**src/rtl/gad_pkg.sv**
```systemverilog
package gad_pkg;

  // field widths
  localparam int unsigned DAY_W   = 5;
  localparam int unsigned MONTH_W = 4;
  localparam int unsigned YEAR_W  = 13;
  localparam int unsigned ADD_W   = 14;
  // running day count: day + days before month + leap day + largest count
  localparam int unsigned REM_W   = 17;

  // year mod 25 through a reciprocal multiply, exact for any 13 bit year
  localparam int unsigned Q_W     = 9;
  localparam int unsigned M25_W   = 5;
  localparam int unsigned PROD_W  = 2 * YEAR_W;
  localparam int unsigned RECIP_SHIFT = 17;
  localparam logic [YEAR_W-1:0] RECIP_25 = 13'd5243;
  localparam logic [M25_W-1:0]  M25_LAST = 5'd24;

  localparam logic [YEAR_W-1:0]  YEAR_LAST = {YEAR_W{1'b1}};
  localparam logic [MONTH_W-1:0] MONTH_JAN = 4'd1;
  localparam logic [MONTH_W-1:0] MONTH_FEB = 4'd2;
  localparam logic [MONTH_W-1:0] MONTH_DEC = 4'd12;

  typedef enum logic [2:0] {
    ST_IDLE,
    ST_QUOT,
    ST_MOD,
    ST_INIT,
    ST_WALK
  } state_t;

  // controller to datapath
  typedef struct packed {
    logic load;
    logic quot;
    logic modr;
    logic init;
    logic step;
    logic emit;
  } cmd_t;

  // datapath to controller
  typedef struct packed {
    logic fits;
  } sts_t;

  // length of a month, February by leap flag
  function automatic logic [DAY_W-1:0] month_len(input logic [MONTH_W-1:0] m,
                                                 input logic leap);
    logic [DAY_W-1:0] len;
    begin
      unique case (m)
        4'd2:                 len = leap ? 5'd29 : 5'd28;
        4'd4, 4'd6, 4'd9, 4'd11: len = 5'd30;
        default:              len = 5'd31;
      endcase
      return len;
    end
  endfunction

  // days before the first of a month in a common year
  function automatic logic [8:0] days_before(input logic [MONTH_W-1:0] m);
    logic [8:0] d;
    begin
      unique case (m)
        4'd2:    d = 9'd31;
        4'd3:    d = 9'd59;
        4'd4:    d = 9'd90;
        4'd5:    d = 9'd120;
        4'd6:    d = 9'd151;
        4'd7:    d = 9'd181;
        4'd8:    d = 9'd212;
        4'd9:    d = 9'd243;
        4'd10:   d = 9'd273;
        4'd11:   d = 9'd304;
        4'd12:   d = 9'd334;
        default: d = 9'd0;
      endcase
      return d;
    end
  endfunction

endpackage

```
**src/rtl/gad_ctrl.sv**
```systemverilog
module gad_ctrl (
  input  logic          clk,
  input  logic          rst_n,
  input  logic          in_valid,
  output logic          in_stall,
  output logic          out_valid,
  input  logic          out_stall,
  output gad_pkg::cmd_t cmd,
  input  gad_pkg::sts_t sts
);
  import gad_pkg::*;

  state_t state_r, state_nxt;
  logic   out_valid_r, out_valid_nxt;
  logic   out_free;

  assign out_free  = !out_valid_r || !out_stall;
  assign in_stall  = (state_r != ST_IDLE);
  assign out_valid = out_valid_r;

  // state and output valid registers
  always_ff @(posedge clk) begin
    if (!rst_n) begin
      state_r     <= ST_IDLE;
      out_valid_r <= 1'b0;
    end else begin
      state_r     <= state_nxt;
      out_valid_r <= out_valid_nxt;
    end
  end

  // next state and commands
  always_comb begin
    state_nxt = state_r;
    cmd       = '0;
    unique case (state_r)
      ST_IDLE: begin
        if (in_valid) begin
          cmd.load  = 1'b1;
          state_nxt = ST_QUOT;
        end
      end
      ST_QUOT: begin
        cmd.quot  = 1'b1;
        state_nxt = ST_MOD;
      end
      ST_MOD: begin
        cmd.modr  = 1'b1;
        state_nxt = ST_INIT;
      end
      ST_INIT: begin
        cmd.init  = 1'b1;
        state_nxt = ST_WALK;
      end
      ST_WALK: begin
        if (!sts.fits) begin
          cmd.step = 1'b1;
        end else if (out_free) begin
          cmd.emit  = 1'b1;
          state_nxt = ST_IDLE;
        end
      end
      default: state_nxt = ST_IDLE;
    endcase
  end

  // output request pending flag
  always_comb begin
    out_valid_nxt = out_valid_r;
    if (cmd.emit) begin
      out_valid_nxt = 1'b1;
    end else if (out_valid_r && !out_stall) begin
      out_valid_nxt = 1'b0;
    end
  end

endmodule

```
**src/rtl/gad_dp.sv**
```systemverilog
module gad_dp #(
  parameter int unsigned MAX_ADD_DAYS = 10000
) (
  input  logic                          clk,
  input  logic [gad_pkg::DAY_W-1:0]     in_start_day,
  input  logic [gad_pkg::MONTH_W-1:0]   in_start_month,
  input  logic [gad_pkg::YEAR_W-1:0]    in_start_year,
  input  logic [gad_pkg::ADD_W-1:0]     in_days_to_add,
  output logic [gad_pkg::DAY_W-1:0]     out_result_day,
  output logic [gad_pkg::MONTH_W-1:0]   out_result_month,
  output logic [gad_pkg::YEAR_W-1:0]    out_result_year,
  input  gad_pkg::cmd_t                 cmd,
  output gad_pkg::sts_t                 sts
);
  import gad_pkg::*;

  logic [DAY_W-1:0]   day_r, day_nxt;
  logic [MONTH_W-1:0] smon_r, smon_nxt;
  logic [YEAR_W-1:0]  year_r, year_nxt;
  logic [REM_W-1:0]   add_r, add_nxt;
  logic [Q_W-1:0]     q_r, q_nxt;
  logic [M25_W-1:0]   m25_r, m25_nxt;
  logic [REM_W-1:0]   rem_r, rem_nxt;
  logic [MONTH_W-1:0] mon_r, mon_nxt;
  logic [DAY_W-1:0]   oday_r;
  logic [MONTH_W-1:0] omon_r;
  logic [YEAR_W-1:0]  oyear_r;

  logic [REM_W-1:0]   add_ext;
  logic [PROD_W-1:0]  prod;
  logic [YEAR_W-1:0]  q_times_25;
  logic [YEAR_W-1:0]  year_rem;
  logic               leap;
  logic [DAY_W-1:0]   len;

  // leap year from low bits and year mod 25
  assign leap = (year_r[1:0] == 2'b00) && ((m25_r != '0) || (year_r[3:0] == 4'b0000));
  assign len  = month_len(mon_r, leap);
  assign sts.fits = (rem_r <= REM_W'(len));

  // year / 25 and remainder
  assign prod       = PROD_W'(year_r) * PROD_W'(RECIP_25);
  assign q_times_25 = YEAR_W'({q_r, 4'b0000}) + YEAR_W'({q_r, 3'b000}) + YEAR_W'(q_r);
  assign year_rem   = year_r - q_times_25;

  assign add_ext = REM_W'(in_days_to_add);

  // input capture with clamping
  always_comb begin
    day_nxt  = day_r;
    smon_nxt = smon_r;
    add_nxt  = add_r;
    if (cmd.load) begin
      day_nxt  = (in_start_day == '0) ? DAY_W'(1) : in_start_day;
      if (in_start_month == '0) begin
        smon_nxt = MONTH_JAN;
      end else if (in_start_month > MONTH_DEC) begin
        smon_nxt = MONTH_DEC;
      end else begin
        smon_nxt = in_start_month;
      end
      add_nxt = (add_ext > REM_W'(MAX_ADD_DAYS)) ? REM_W'(MAX_ADD_DAYS) : add_ext;
    end
  end

  // quotient and year mod 25
  always_comb begin
    q_nxt   = cmd.quot ? prod[PROD_W-1-(PROD_W-RECIP_SHIFT-Q_W) -: Q_W] : q_r;
    m25_nxt = m25_r;
    if (cmd.modr) begin
      m25_nxt = year_rem[M25_W-1:0];
    end else if (cmd.step && (mon_r == MONTH_DEC)) begin
      if (year_r == YEAR_LAST || m25_r == M25_LAST) begin
        m25_nxt = '0;
      end else begin
        m25_nxt = m25_r + M25_W'(1);
      end
    end
  end

  // day count and month walk
  always_comb begin
    year_nxt = year_r;
    rem_nxt  = rem_r;
    mon_nxt  = mon_r;
    if (cmd.load) begin
      year_nxt = in_start_year;
    end else if (cmd.init) begin
      rem_nxt = REM_W'(day_r) + REM_W'(days_before(smon_r))
              + REM_W'(leap && (smon_r > MONTH_FEB)) + add_r;
      mon_nxt = MONTH_JAN;
    end else if (cmd.step) begin
      rem_nxt = rem_r - REM_W'(len);
      if (mon_r == MONTH_DEC) begin
        mon_nxt  = MONTH_JAN;
        year_nxt = year_r + YEAR_W'(1);
      end else begin
        mon_nxt = mon_r + MONTH_W'(1);
      end
    end
  end

  // working registers
  always_ff @(posedge clk) begin
    day_r  <= day_nxt;
    smon_r <= smon_nxt;
    year_r <= year_nxt;
    add_r  <= add_nxt;
    q_r    <= q_nxt;
    m25_r  <= m25_nxt;
    rem_r  <= rem_nxt;
    mon_r  <= mon_nxt;
  end

  // result registers
  always_ff @(posedge clk) begin
    if (cmd.emit) begin
      oday_r  <= rem_r[DAY_W-1:0];
      omon_r  <= mon_r;
      oyear_r <= year_r;
    end
  end

  assign out_result_day   = oday_r;
  assign out_result_month = omon_r;
  assign out_result_year  = oyear_r;

endmodule

```
**src/rtl/gregorian_add_days.sv**
```systemverilog
// from request accept to result valid the steps are, in order:
// (capture, year/25 quotient, remainder, day count, one walk step per month)
// in_stall holds off a new request until the previous result is emitted,
// and out_stall can hold that emit back
// rst_n is synchronous, active low; it clears the controller and output valid
module gregorian_add_days #(
  parameter int unsigned MAX_ADD_DAYS = 10000
) (
  input  logic                        clk,
  input  logic                        rst_n,
  input  logic                        in_valid,
  output logic                        in_stall,
  input  logic [gad_pkg::DAY_W-1:0]   in_start_day,
  input  logic [gad_pkg::MONTH_W-1:0] in_start_month,
  input  logic [gad_pkg::YEAR_W-1:0]  in_start_year,
  input  logic [gad_pkg::ADD_W-1:0]   in_days_to_add,
  output logic                        out_valid,
  input  logic                        out_stall,
  output logic [gad_pkg::DAY_W-1:0]   out_result_day,
  output logic [gad_pkg::MONTH_W-1:0] out_result_month,
  output logic [gad_pkg::YEAR_W-1:0]  out_result_year
);
  import gad_pkg::*;

  cmd_t cmd;
  sts_t sts;

  // sequencer
  gad_ctrl u_ctrl (
    .clk       (clk),
    .rst_n     (rst_n),
    .in_valid  (in_valid),
    .in_stall  (in_stall),
    .out_valid (out_valid),
    .out_stall (out_stall),
    .cmd       (cmd),
    .sts       (sts)
  );

  // date arithmetic
  gad_dp #(
    .MAX_ADD_DAYS (MAX_ADD_DAYS)
  ) u_dp (
    .clk              (clk),
    .in_start_day     (in_start_day),
    .in_start_month   (in_start_month),
    .in_start_year    (in_start_year),
    .in_days_to_add   (in_days_to_add),
    .out_result_day   (out_result_day),
    .out_result_month (out_result_month),
    .out_result_year  (out_result_year),
    .cmd              (cmd),
    .sts              (sts)
  );

endmodule
```
**config.mk**
```make
export PLATFORM = sky130hd
export DESIGN_NAME = gregorian_add_days
export DESIGN_NICKNAME = d
export VERILOG_FILES = /design/src/rtl/gad_pkg.sv /design/src/rtl/gad_ctrl.sv /design/src/rtl/gad_dp.sv /design/src/rtl/gregorian_add_days.sv
export SDC_FILE = /design/constraint.sdc
export NUM_CORES = 1
export LEC_CHECK = 0
export BUFFER_PORTS_ARGS = -buffer_cell sky130_fd_sc_hd__buf_2
export CAP_MARGIN = 0
export CORE_UTILIZATION = 40
export DETAILED_ROUTE_END_ITERATION = 7
export GPL_TIMING_DRIVEN = 0
export HOLD_SLACK_MARGIN = 0.08
export PLACE_DENSITY_LB_ADDON = 0.05
export SYNTH_ARGS = -nofsm -noshare
export SYNTH_HDL_FRONTEND = slang
export SYNTH_HIERARCHICAL = 1
export SYNTH_SLANG_ARGS = --single-unit
```
**constraint.sdc**
```tcl
create_clock -name clk -period 7.4 [get_ports clk]
set_clock_uncertainty 0.05 [all_clocks]
set_input_delay 0.74 -clock clk [delete_from_list [all_inputs] [get_ports clk]]
set_output_delay 0.74 -clock clk [all_outputs]
set_load 0.01 [all_outputs]
```
**Yosys cells after proc, flatten, opt, wreduce, memory -nomap -nowiden**

Memory sizes are Yosys's and may differ from the RTL's.
Index checks and enable logic that the tools add are counted.

- RAM bits: 0
- ROM bits: 144
- Bits in latches: 0
- Logic and storage cells: 105
- Input bits: 40
- Flip-flop bits (word level): 96
- Output and inout bits: 24
- Memories kept: 1

Memory list:

| memory | depth | bits a word | rd ports | clocked after memory_dff | wr ports | line | source |
|---|---|---|---|---|---|---|---|
| (name not given) | 16 | 9 | 1 | 0 | 0 | gad_pkg.sv:65 | `unique case (m)` |

- Magnitude comparators: 4
- Bitwise gates (word level): 1
- Shifts and indexed selects: 0
- Multiply operators: 1
- Reduce and logical (&&, ||, !) cells: 26
- Div/mod/pow operators: 0
- Equality and inequality tests: 16
- Mux-type cells: 31
- Add/subtract/negate cells: 10

Operators by type and width:

| kind | number |
|---|---|
| $mux W13 | 4 |
| $mux W17 | 2 |
| $mul A13 B13 Y22 const B | 1 |
| $mux W9 | 2 |
| $add A17 B1 Y17 | 1 |
| $add A17 B17 Y17 | 1 |
| $le A17 B5 Y1 | 1 |
| $sub A17 B5 Y17 | 1 |
| $mux W5 | 3 |
| $pmux W3 S5 | 1 |
| $gt A14 B14 Y1 const B | 1 |
| $add A13 B1 Y13 const B | 1 |
| $eq A13 B13 Y1 const B | 1 |
| $eq A4 B4 Y1 const B | 3 |
| $mux W4 | 3 |
| $mux W1 | 11 |
| $add A5 B5 Y5 | 2 |
| $add A5 B9 Y10 | 1 |
| $pmux W5 S2 | 1 |
| $reduce_bool A2 Y1 | 5 |
| $mux W3 | 3 |
| $eq A4 B3 Y1 const B | 2 |
| $logic_not A4 Y1 | 2 |
| $eq A3 B2 Y1 const B | 2 |
| other kinds (25) | 34 |

**Logic depth before layout (Yosys ltp)**

Gate-level depths: netlist (run 1).

- Depth in word-level cells: 11
- Depth in mapped cells: 15
- Mapped depth without buffers: 15

**Cells and area by module**

The synthesis (run 1) kept the hierarchy.

Modules (own cells, without submodules):

| module | times used | area an instance (µm²) | cells an instance | sequential area each (µm²) |
|---|---|---|---|---|
| gad_dp | 1 | 8,409.3 | 794 | 2,672.6 |
| gad_ctrl | 1 | 207.7 | 23 | 80.1 |

**Worst setup path after synthesis (run 1)**

OpenSTA, ideal clock, no wires.

- Path kind: register to register
- From: reg u_dp.year_r[10]
- To: reg u_dp.q_r[4] (data pin)
- Required time: 7.083 ns
- Path buffers: 0
- Library setup time: 0.267 ns
- Setup slack: 2.884 ns
- Clock period less this slack: 4.516 ns
- Stages on the path, launching flop included: 16
- Arrival time: 4.199 ns
- Cell sequence: edfxtp_1 > fa_1 > ha_1 > inv_1 > fa_1 > inv_1 > fa_1 > inv_1 > fa_1 > inv_1 > ha_1 > nand3_1 > o211ai_1 > a311oi_1 > o21a_1 > o211ai_1

- Cells in the longest elaborated chain, start to end: 1

Ends and longest elaborated chain:

| element | line | source |
|---|---|---|
| start: declaration | gad_dp.sv:19 | `logic [YEAR_W-1:0] year_r, year_nxt;` |
| start signal: assignment | gad_dp.sv:107 | `year_r <= year_nxt;` |
| $mul A13 B13 Y22 | gad_dp.sv:42 | `assign prod = PROD_W'(year_r) * PROD_W'(RECIP_25);` |
| net u_dp.prod[21] | gad_dp.sv:30 | `logic [PROD_W-1:0] prod;` |
| end signal: assignment | gad_dp.sv:109 | `q_r <= q_nxt;` |
| end: declaration | gad_dp.sv:21 | `logic [Q_W-1:0] q_r, q_nxt;` |

The timed path passes the listed nets, and every way through them passes these cells.
A chain may end at the register's enable or synchronous reset.

**Worst setup path after layout (run 1)**

- From: reg u_dp.year_r[10]
- To: reg u_dp.q_r[2] (data pin)

Same word-level chain as after synthesis.

==> metrics.txt, run 1 <==
status completed; Initial DRC Count 263; critical path's top delay family adder cells; Slew @ Worst Pin 1.069 ns; Area after DPL 0.009311 mm²; vias in the first global route 5946; crit share post-route 69.31%; Setup crit end kind flop; R2R Path Start u_dp/year_r[10]; die width 148.8 µm; share of cells above drive strength 1 12.36%; sw frac 46.83%; sequential share of power 19.8%; Hold Path Sink u_dp/out_result_day[0]; Clock transition at path regs 0.07 ns; post-synthesis cell type count 72; reg2reg end u_dp/q_r[2]; Critical Path Source Type flop; # nets final 1122; WL/cell 15.95 µm; Logic pwr share 67.7%; most frequent cells in the layout 148 x inv_1, 125 x ha_1, 89 x edfxtp_1; Synth Instances 817; WP data required 7.47 ns; top_reg_cell synth edfxtp_1; ys async rst share 0%; vias per inst 5.003; hold_sp u_dp/rem_r[0]; Synth Register Bits 93; global-route wire length before repair 31040 µm; Core Box Area 0.02109 mm²; TritonCTS clock tree built; die area 0.02213 mm²; clk_lat worst skew 0.36 ns; non-filler instance count after layout 1173; Max Cap Viol 0; CTS root buffer clkbuf_16; I/O pin count 64; Critical-path top delay cell edfxtp_1; slew margin rel. 27.80%; setup TNS 0 ns; post-CTS setup buffer count 0; peak fanout along the critical path 11; dpl cells 1157; EDFF count, synth 89; Seq/Total Area, Yosys 31.94%; CP Buf/Inv Count 4; post-route ant nets 0; NetSw 1.732 mW; WHS Path Cells 0; RSZ-0062 raised after global routing false; CP arrival 5.20 ns; Die Y 148.8 µm; global route total overflow 0; final hold vios 0; Syn Area/Cell 10.55 µm²; final instance area 0.009603 mm²; initial core utilization 40.86%; Post-CTS Resized 0; final setup violation count 0; GPL Wtd Cong 0.8590; Pwr Total 3.699 mW; CTS H-tree lvls 3; GRT Util Overall 18.15%; worst reg2reg setup slack 2.27 ns; max frequency 195.0 MHz; dpl hpwl 15290 µm; # diodes 0; internal power 1.967 mW; area delta synth->final 11.44%; Initial DRT Pass Iterations 5; Cell Area, Synth 0.008617 mm²; Clock power frac 12.5%; Leak 4.290 nW; pwr dens 385.2 mW/mm²; CTS Sinks 93; initial antenna violation count 0; CP peak stage delay 0.77 ns; r2r worst-path depth 15; most common cell after layout, fill and taps aside inv_1; crit-path cells fa_1, ha_1, inv_1, fa_1, inv_1, fa_1, inv_1, fa_1, inv_1, ha_1, nand3_1, nor2_1, nand3_1, o21a_1, o311ai_0; max-slew violations 0; Std-Cell Rows 53; crit path kind flop to flop; Worst VDD drop 0.0002387 V; Port Buf Inserts 63; Syn. warnings 6; post-route minimum period 5.129 ns; via count 5869; post-synthesis net count 1046; CTS Buf Count 9; final wirelength 18710 µm; largest net degree at the start of global routing 23; Clock Tree Buf Depth 2; Residual DRC 0; HP Class flop to flop; hold_buf cts 0
## power by group through the flow
stage	logic, mW	clock network (mW)	registers (mW)
after floorplan	1.89	0	0.724
after global placement	2.46	0	0.744
after detailed placement	2.51	0	0.746
after CTS	2.54	0.480	0.734
after global routing	2.91	0.496	0.741
final	2.50	0.463	0.733
## state kept, by name, summed over array words and instances, names as in the netlist, 5 cells and up
name	cells
u_dp/day_r	5
u_dp/out_result_day	5
u_dp/m25_r	5
u_dp/year_r	13
u_dp/add_r	14
u_dp/rem_r	17
u_dp/q_r	5
u_dp/out_result_year	13
## per-stage QoR
step                util (%)  setup WS, ns  hold slack [ns]
finish                 45.54         2.271           0.4373
global route           45.54         1.941           0.4544
CTS                    45.54         2.176           0.4503
detailed placement     44.16         2.195           0.4352
global placement       43.99         1.831           0.4297
floorplan                  -         2.884           0.3764
## area by class of cell
cell class | count | area (µm²)
plain buffers | 22 | 112.6
clock buffers | 9 | 225.2
clock inverters | 7 | 66.31
fillers | 2008 | 11480
inverters | 148 | 555.5
multi-input cells | 554 | 5201
flip-flops and latches | 93 | 2753
well taps | 275 | 344.1
repair buffers | 65 | 345.3
## per-layer routing
layer	vias up	share of wire [%]	global-route usage [%]
met4	0	1.0	4.439
met2	102	43	26.89
met5	-	0	0
met3	13	3.2	2.752
li1	2953	-	-
met1	2801	53	27.54
## how the worst max path moves through the flow
stage,end,slack [ns],start,cells after the start
after CTS,u_dp/q_r[2],2.18,u_dp/year_r[10],15
after detailed placement,u_dp/q_r[2],2.20,u_dp/year_r[10],15
after global routing,u_dp/q_r[2],1.94,u_dp/year_r[10],15
after global placement,u_dp/rem_r[13],1.83,u_dp/year_r[3],14
after floorplan,u_dp/q_r[4],2.88,u_dp/year_r[10],15
final,u_dp/q_r[2],2.27,u_dp/year_r[10],15
## cell families (layout without fill, tap and decap cells)
kind of cell,Yosys count,count (layout),synth area share [%]
AND/OR/NAND/NOR,186,186,12.05
flip-flops,93,93,31.94
AO/OA/AOI/OAI,129,129,9.845
multiplexers,7,7,0.8567
buffers and inverters,170,251,7.754
adder cells (fa/ha/maj),189,189,33.02
XOR/XNOR,43,43,4.530
## synth_stat cells, types with 7 or more instances
cell type	n	share of area, %
xnor2_1	30	3.0
a21o_1	8	0.70
o22ai_1	8	0.58
o21a_1	8	0.70
nor2_1	38	1.7
ha_1	125	18
fa_1	64	15
or3_1	7	0.51
nand2_1	41	1.8
edfxtp_1	89	31
o21ai_0	34	2.0
nor3_1	11	0.64
a21oi_1	26	1.5
xor2_1	12	1.2
nand3_1	16	0.93
inv_1	148	6.4
clkbuf_1	17	0.74
and2_1	11	0.80
nand2b_1	13	0.94
No activity file was read; power rests on OpenSTA's default activity.
==> run 2: changes to the inputs <==
clock period = 5.32 ns   (was 7.4 ns; I/O delays follow)
==> metrics.txt, run 2 (synthesized netlist as in run 1, its figures left out) <==
critical path's most frequent cell inv_1; WL/cell 15.88 µm (-0.49%); # nets final 1131 (+0.80%); NetSw 2.412 mW (+39%); share of cells above drive strength 1 13.23% (+0.87 points); CP arrival 5.06 ns (-0.14 ns); CTS Buf Count 9 (unchanged); WP data required 5.34 ns (-2.13 ns); final setup violation count 0 (unchanged); critical path's top delay family adder cells; status completed; CP peak stage delay 0.58 ns (-0.19 ns); area delta synth->final 12.23%; Std-Cell Rows 53 (unchanged); dpl hpwl 15290 µm (unchanged); Initial DRC Count 257 (-2.3%); Clock transition at path regs 0.08 ns (about the same); Logic pwr share 67.9% (+0.2 points); Initial DRT Pass Iterations 5 (unchanged); CTS Sinks 93 (unchanged); die width 148.8 µm (unchanged); Largest register FFs 17 (unchanged); Port Buf Inserts 63 (unchanged); hold_sp in_start_day[0]; vias in the first global route 5946 (unchanged); max frequency 198.6 MHz (+1.8%); max-slew violations 0 (unchanged); vias per inst 4.993 (-0.20%); worst setup margin 0.2842 ns (-1.987 ns); post-route minimum period 5.036 ns (-0.09299 ns); clk_lat worst skew 0.36 ns (about the same); Residual DRC 0 (unchanged); GRT Util Overall 18.15% (unchanged); slew margin rel. 31.61% (+3.8 points); Largest regs u_dp/rem_r (17), u_dp/add_r (14); Max Cap Viol 0 (unchanged); Core Box Area 0.02109 mm² (unchanged); crit path kind flop to flop; post-route ant nets 0 (unchanged); via count 5902 (+0.56%); RSZ-0062 raised after global routing false; setup TNS 0 ns (unchanged); Worst VDD drop 0.0003320 V (+39%); initial antenna violation count 0 (unchanged); Clock power frac 12.5% (about the same); sequential share of power 19.6% (-0.2 points); sw frac 46.77% (-0.052 points); most frequent cells in the layout 148 x inv_1, 125 x ha_1, 89 x edfxtp_1; most common cell after layout, fill and taps aside inv_1; Worst Setup SP u_dp/year_r[1]; Slew @ Worst Pin 1.013 ns (-0.05648 ns); Leak 4.333 nW (+1.0%); HP Class input port to flop; CP Buf/Inv Count 4 (unchanged); R2R Path Start u_dp/year_r[1]; final hold vios 0 (unchanged); Pwr Total 5.157 mW (+39%); global-route wire length before repair 31040 µm (unchanged); Post-CTS Resized 0 (unchanged); Critical-path top delay cell edfxtp_1; global route total overflow 0 (unchanged); pwr dens 533.3 mW/mm² (+38%); largest net degree at the start of global routing 23 (unchanged); hold_buf cts 0 (unchanged); # diodes 0 (unchanged); Area after DPL 0.009311 mm² (unchanged); peak fanout along the critical path 7 (-4); worst reg2reg setup slack 0.28 ns (-1.99 ns); I/O pin count 64 (unchanged); internal power 2.745 mW (+40%); DP Worst Slack 0.1150 ns (-2.080 ns); Setup crit end kind flop; initial core utilization 40.86% (unchanged); crit-path cells inv_1, fa_1, inv_1, ha_1, fa_1, ha_1, inv_1, fa_1, inv_1, ha_1, a211o_1, a311oi_1, o21a_1, o21a_1, o311ai_0; post-CTS setup buffer count 0 (unchanged); die area 0.02213 mm² (unchanged); CTS H-tree lvls 3 (unchanged); final wirelength 18770 µm (+0.28%); CTS root buffer clkbuf_16; post-layout util 45.86% (+0.32 points); Die Y 148.8 µm (unchanged); TritonCTS clock tree built; final instance area 0.009671 mm² (+0.70%); GPL Wtd Cong 0.8590 (unchanged); crit share post-route 94.66% (+25 points); Clock Tree Buf Depth 2 (unchanged); Critical Path Source Type flop; Reg with most FFs u_dp/rem_r
## run 2: metal layers
metal  global-route usage (%)  share of wire, %  up-vias
met5                        0                 0        -
met4                    4.439               1.1        0
met3                    2.752               3.5       15
met2                    26.89                43      113
met1                    27.54                52     2805
li1                         -                 -     2969
## run 2: power by group through the flow
| stage | clock (mW) | combinational (mW) | sequential (mW) |
|---|---|---|---|
| after detailed placement | 0 | 3.49 | 1.04 |
| after floorplan | 0 | 2.63 | 1.01 |
| after CTS | 0.667 | 3.53 | 1.02 |
| after global placement | 0 | 3.42 | 1.03 |
| final | 0.643 | 3.50 | 1.01 |
| after global routing | 0.690 | 4.07 | 1.02 |
## run 2: tightest hold or removal path, cell delays in order
cell     delay [ns]
buf_2          0.07
inv_1          0.03
o41ai_1        0.05
## run 2: cell type report
cell class                      count  area, µm²
Fill cell                        2003      11420
Multi-Input combinational cell    554       5201
Sequential cell                    93       2753
Inverter                          148      555.5
Timing Repair Buffer               74      412.9
Tap cell                          275      344.1
Clock buffer                        9      225.2
Buffer                             22      112.6
Clock inverter                      7      66.31
## run 2: worst paths after layout
path                       endpoint  depth (start not counted)
min reg2reg  u_dp/out_result_day[0]                          0
max                     u_dp/q_r[2]                         15
min                   u_dp/day_r[0]                          3
max reg2reg             u_dp/q_r[2]                         15
## run 2: metrics by stage
stage | instances | hold slack (ns)
floorplan | 817 | 0.3764
global placement | 1155 | 0.4297
detailed placement | 1157 | 0.4352
CTS | 1173 | 0.3568
global route | 1182 | 0.3653
finish | 1182 | 0.3755
==> run 3: changes to the inputs <==
CORE_MARGIN = 1.5   (was not set)
SETUP_SLACK_MARGIN = 0.4   (was not set)
TNS_END_PERCENT = 50   (was not set)
==> metrics.txt, run 3 (synthesized netlist as in run 1, its figures left out) <==
Worst VDD drop 0.0004071 V (+23%); GRT Util Overall 18.31% (+0.16 points); RSZ-0062 raised after global routing true; Pwr Total 5.637 mW (+9.3%); Initial DRC Count 293 (+14%); share of cells above drive strength 1 17.47% (+4.2 points); global-route wire length before repair 31700 µm (+2.1%); die area 0.02243 mm² (+1.3%); GPL Wtd Cong 0.8497 (-1.1%); Initial DRT Pass Iterations 4 (-1); vias in the first global route 6018 (+1.2%); Clock Tree Buf Depth 2 (unchanged); initial antenna violation count 0 (unchanged); CTS Buf Count 9 (unchanged); largest net degree at the start of global routing 23 (unchanged); Slew @ Worst Pin 0.8055 ns (-0.2070 ns); Largest register FFs 17 (unchanged); final hold vios 0 (unchanged); Clock transition at path regs 0.08 ns (about the same); via count 6048 (+2.5%); CTS H-tree lvls 3 (unchanged); die width 149.8 µm (+0.67%); initial core utilization 40.86% (unchanged); Leak 4.499 nW (+3.8%); max frequency 209.4 MHz (+5.5%); WL/cell 16.02 µm (+0.92%); I/O pin count 64 (unchanged); final setup violation count 0 (unchanged); Area after DPL 0.009311 mm² (unchanged); dpl hpwl 15380 µm (+0.57%); Die Y 149.8 µm (+0.67%); Std-Cell Rows 53 (unchanged); global route total overflow 0 (unchanged); crit path kind flop to flop; # diodes 0 (unchanged); Reg with most FFs u_dp/rem_r; status completed; most frequent cells in the layout 148 x inv_1, 124 x ha_1, 89 x edfxtp_1; Max Cap Viol 0 (unchanged); most common cell after layout, fill and taps aside inv_1; pwr dens 564.4 mW/mm² (+5.8%); Core Box Area 0.02109 mm² (unchanged); Critical Path Source Type flop; post-route minimum period 4.776 ns (-0.2603 ns); clk_lat worst skew 0.35 ns (about the same); hold_buf cts 0 (unchanged); vias per inst 4.982 (-0.23%); CTS Sinks 93 (unchanged); slew margin rel. 46.18% (+15 points); post-layout util 47.37% (+1.5 points); CTS root buffer clkbuf_16; Setup crit end kind flop; # nets final 1163 (+2.8%); final instance area 0.009988 mm² (+3.3%); max-slew violations 0 (unchanged); worst hold margin 0.3813 ns (+0.005789 ns); area delta synth->final 15.91%; post-route ant nets 0 (unchanged); Largest regs u_dp/rem_r (17), u_dp/add_r (14); peak fanout along the critical path 4 (-3); WP data required 5.43 ns (+0.09 ns); Residual DRC 0 (unchanged); crit share post-route 89.77% (-4.9 points); final wirelength 19450 µm (+3.7%); CP arrival 4.88 ns (-0.18 ns); HP Class input port to flop; Port Buf Inserts 63 (unchanged); TritonCTS clock tree built
[run 3: changes by cell type in the layout (fill, tap and decap cells not counted), moves of 2 or more]
cell | before | now
a21oi_2 | 1 | 3
buf_4 | 10 | 42
nand3_2 | 0 | 2
a311oi_2 | 0 | 2
a311oi_1 | 2 | 0
a21oi_1 | 26 | 23
nand3_1 | 16 | 14
[run 3: what timing repair did]
action                                  4_1_cts  5_1_grt
resized for setup                             1       13
pin swaps                                     0        7
endpoints found under the setup margin       12       27
buffers inserted                             25       16
hold endpoints to repair                      0        0
[run 3: worst paths after layout]
check / slack [ns] / endpoint / cells past startpoint / startpoint
worst max-delay path: 0.54 / u_dp/q_r[2] / 16 / u_dp/year_r[10]
worst min-delay path: 0.38 / u_dp/day_r[0] / 3 / in_start_day[0]
worst max register to register: 0.54 / u_dp/q_r[2] / 16 / u_dp/year_r[10]
worst min register to register: 0.42 / u_dp/out_result_day[0] / 0 / u_dp/rem_r[0]
[run 3: worst max-delay path: stages (launching register included)]
cell and delay [ns]:
edfxtp_1 0.50, buf_4 0.19, fa_1 0.45, ha_1 0.28, inv_1 0.04, fa_1 0.47, inv_1 0.06, fa_1 0.53
inv_1 0.06, fa_1 0.54, inv_1 0.04, ha_1 0.32, nand3_2 0.12, o211ai_1 0.34, a21oi_2 0.12, o21a_1 0.15
o311ai_2 0.31
[run 3: layout make-up]
| type | count | area, µm² |
|---|---|---|
| well taps | 275 | 344.1 |
| inverters | 148 | 555.5 |
| multi-input cells | 554 | 5279 |
| clock buffers | 9 | 225.2 |
| fillers | 2012 | 11100 |
| clock inverters | 7 | 66.31 |
| plain buffers | 22 | 112.6 |
| flip-flops and latches | 93 | 2753 |
| repair buffers | 106 | 653.1 |
[run 3: stage by stage]
stage | setup TNS (ns) | instances | setup slack [ns]
global placement | -5.379 | 1155 | -0.2574
finish | 0 | 1214 | 0.5445
floorplan | 0 | 817 | 0.8043
global route | 0 | 1214 | 0.3585
CTS | 0 | 1198 | 0.4023
detailed placement | 0 | 1157 | 0.1837
[run 3: power breakdown]
part,switching (mW),total [mW],internal [mW],leakage [nW]
Sequential,0.0564,0.993,0.937,0.856
Clock,0.315,0.643,0.328,0.141
Combinational,2.26,4.00,1.74,3.50
[run 3: routing by layer]
layer  vias to the layer above  GRT usage (%)  wire length (µm)
met5                         -              0                 0
met4                         0          3.873               163
met3                        11          2.439               693
met2                        87          27.40              8351
met1                      2922          28.05             10240
li1                       3028              -                 -
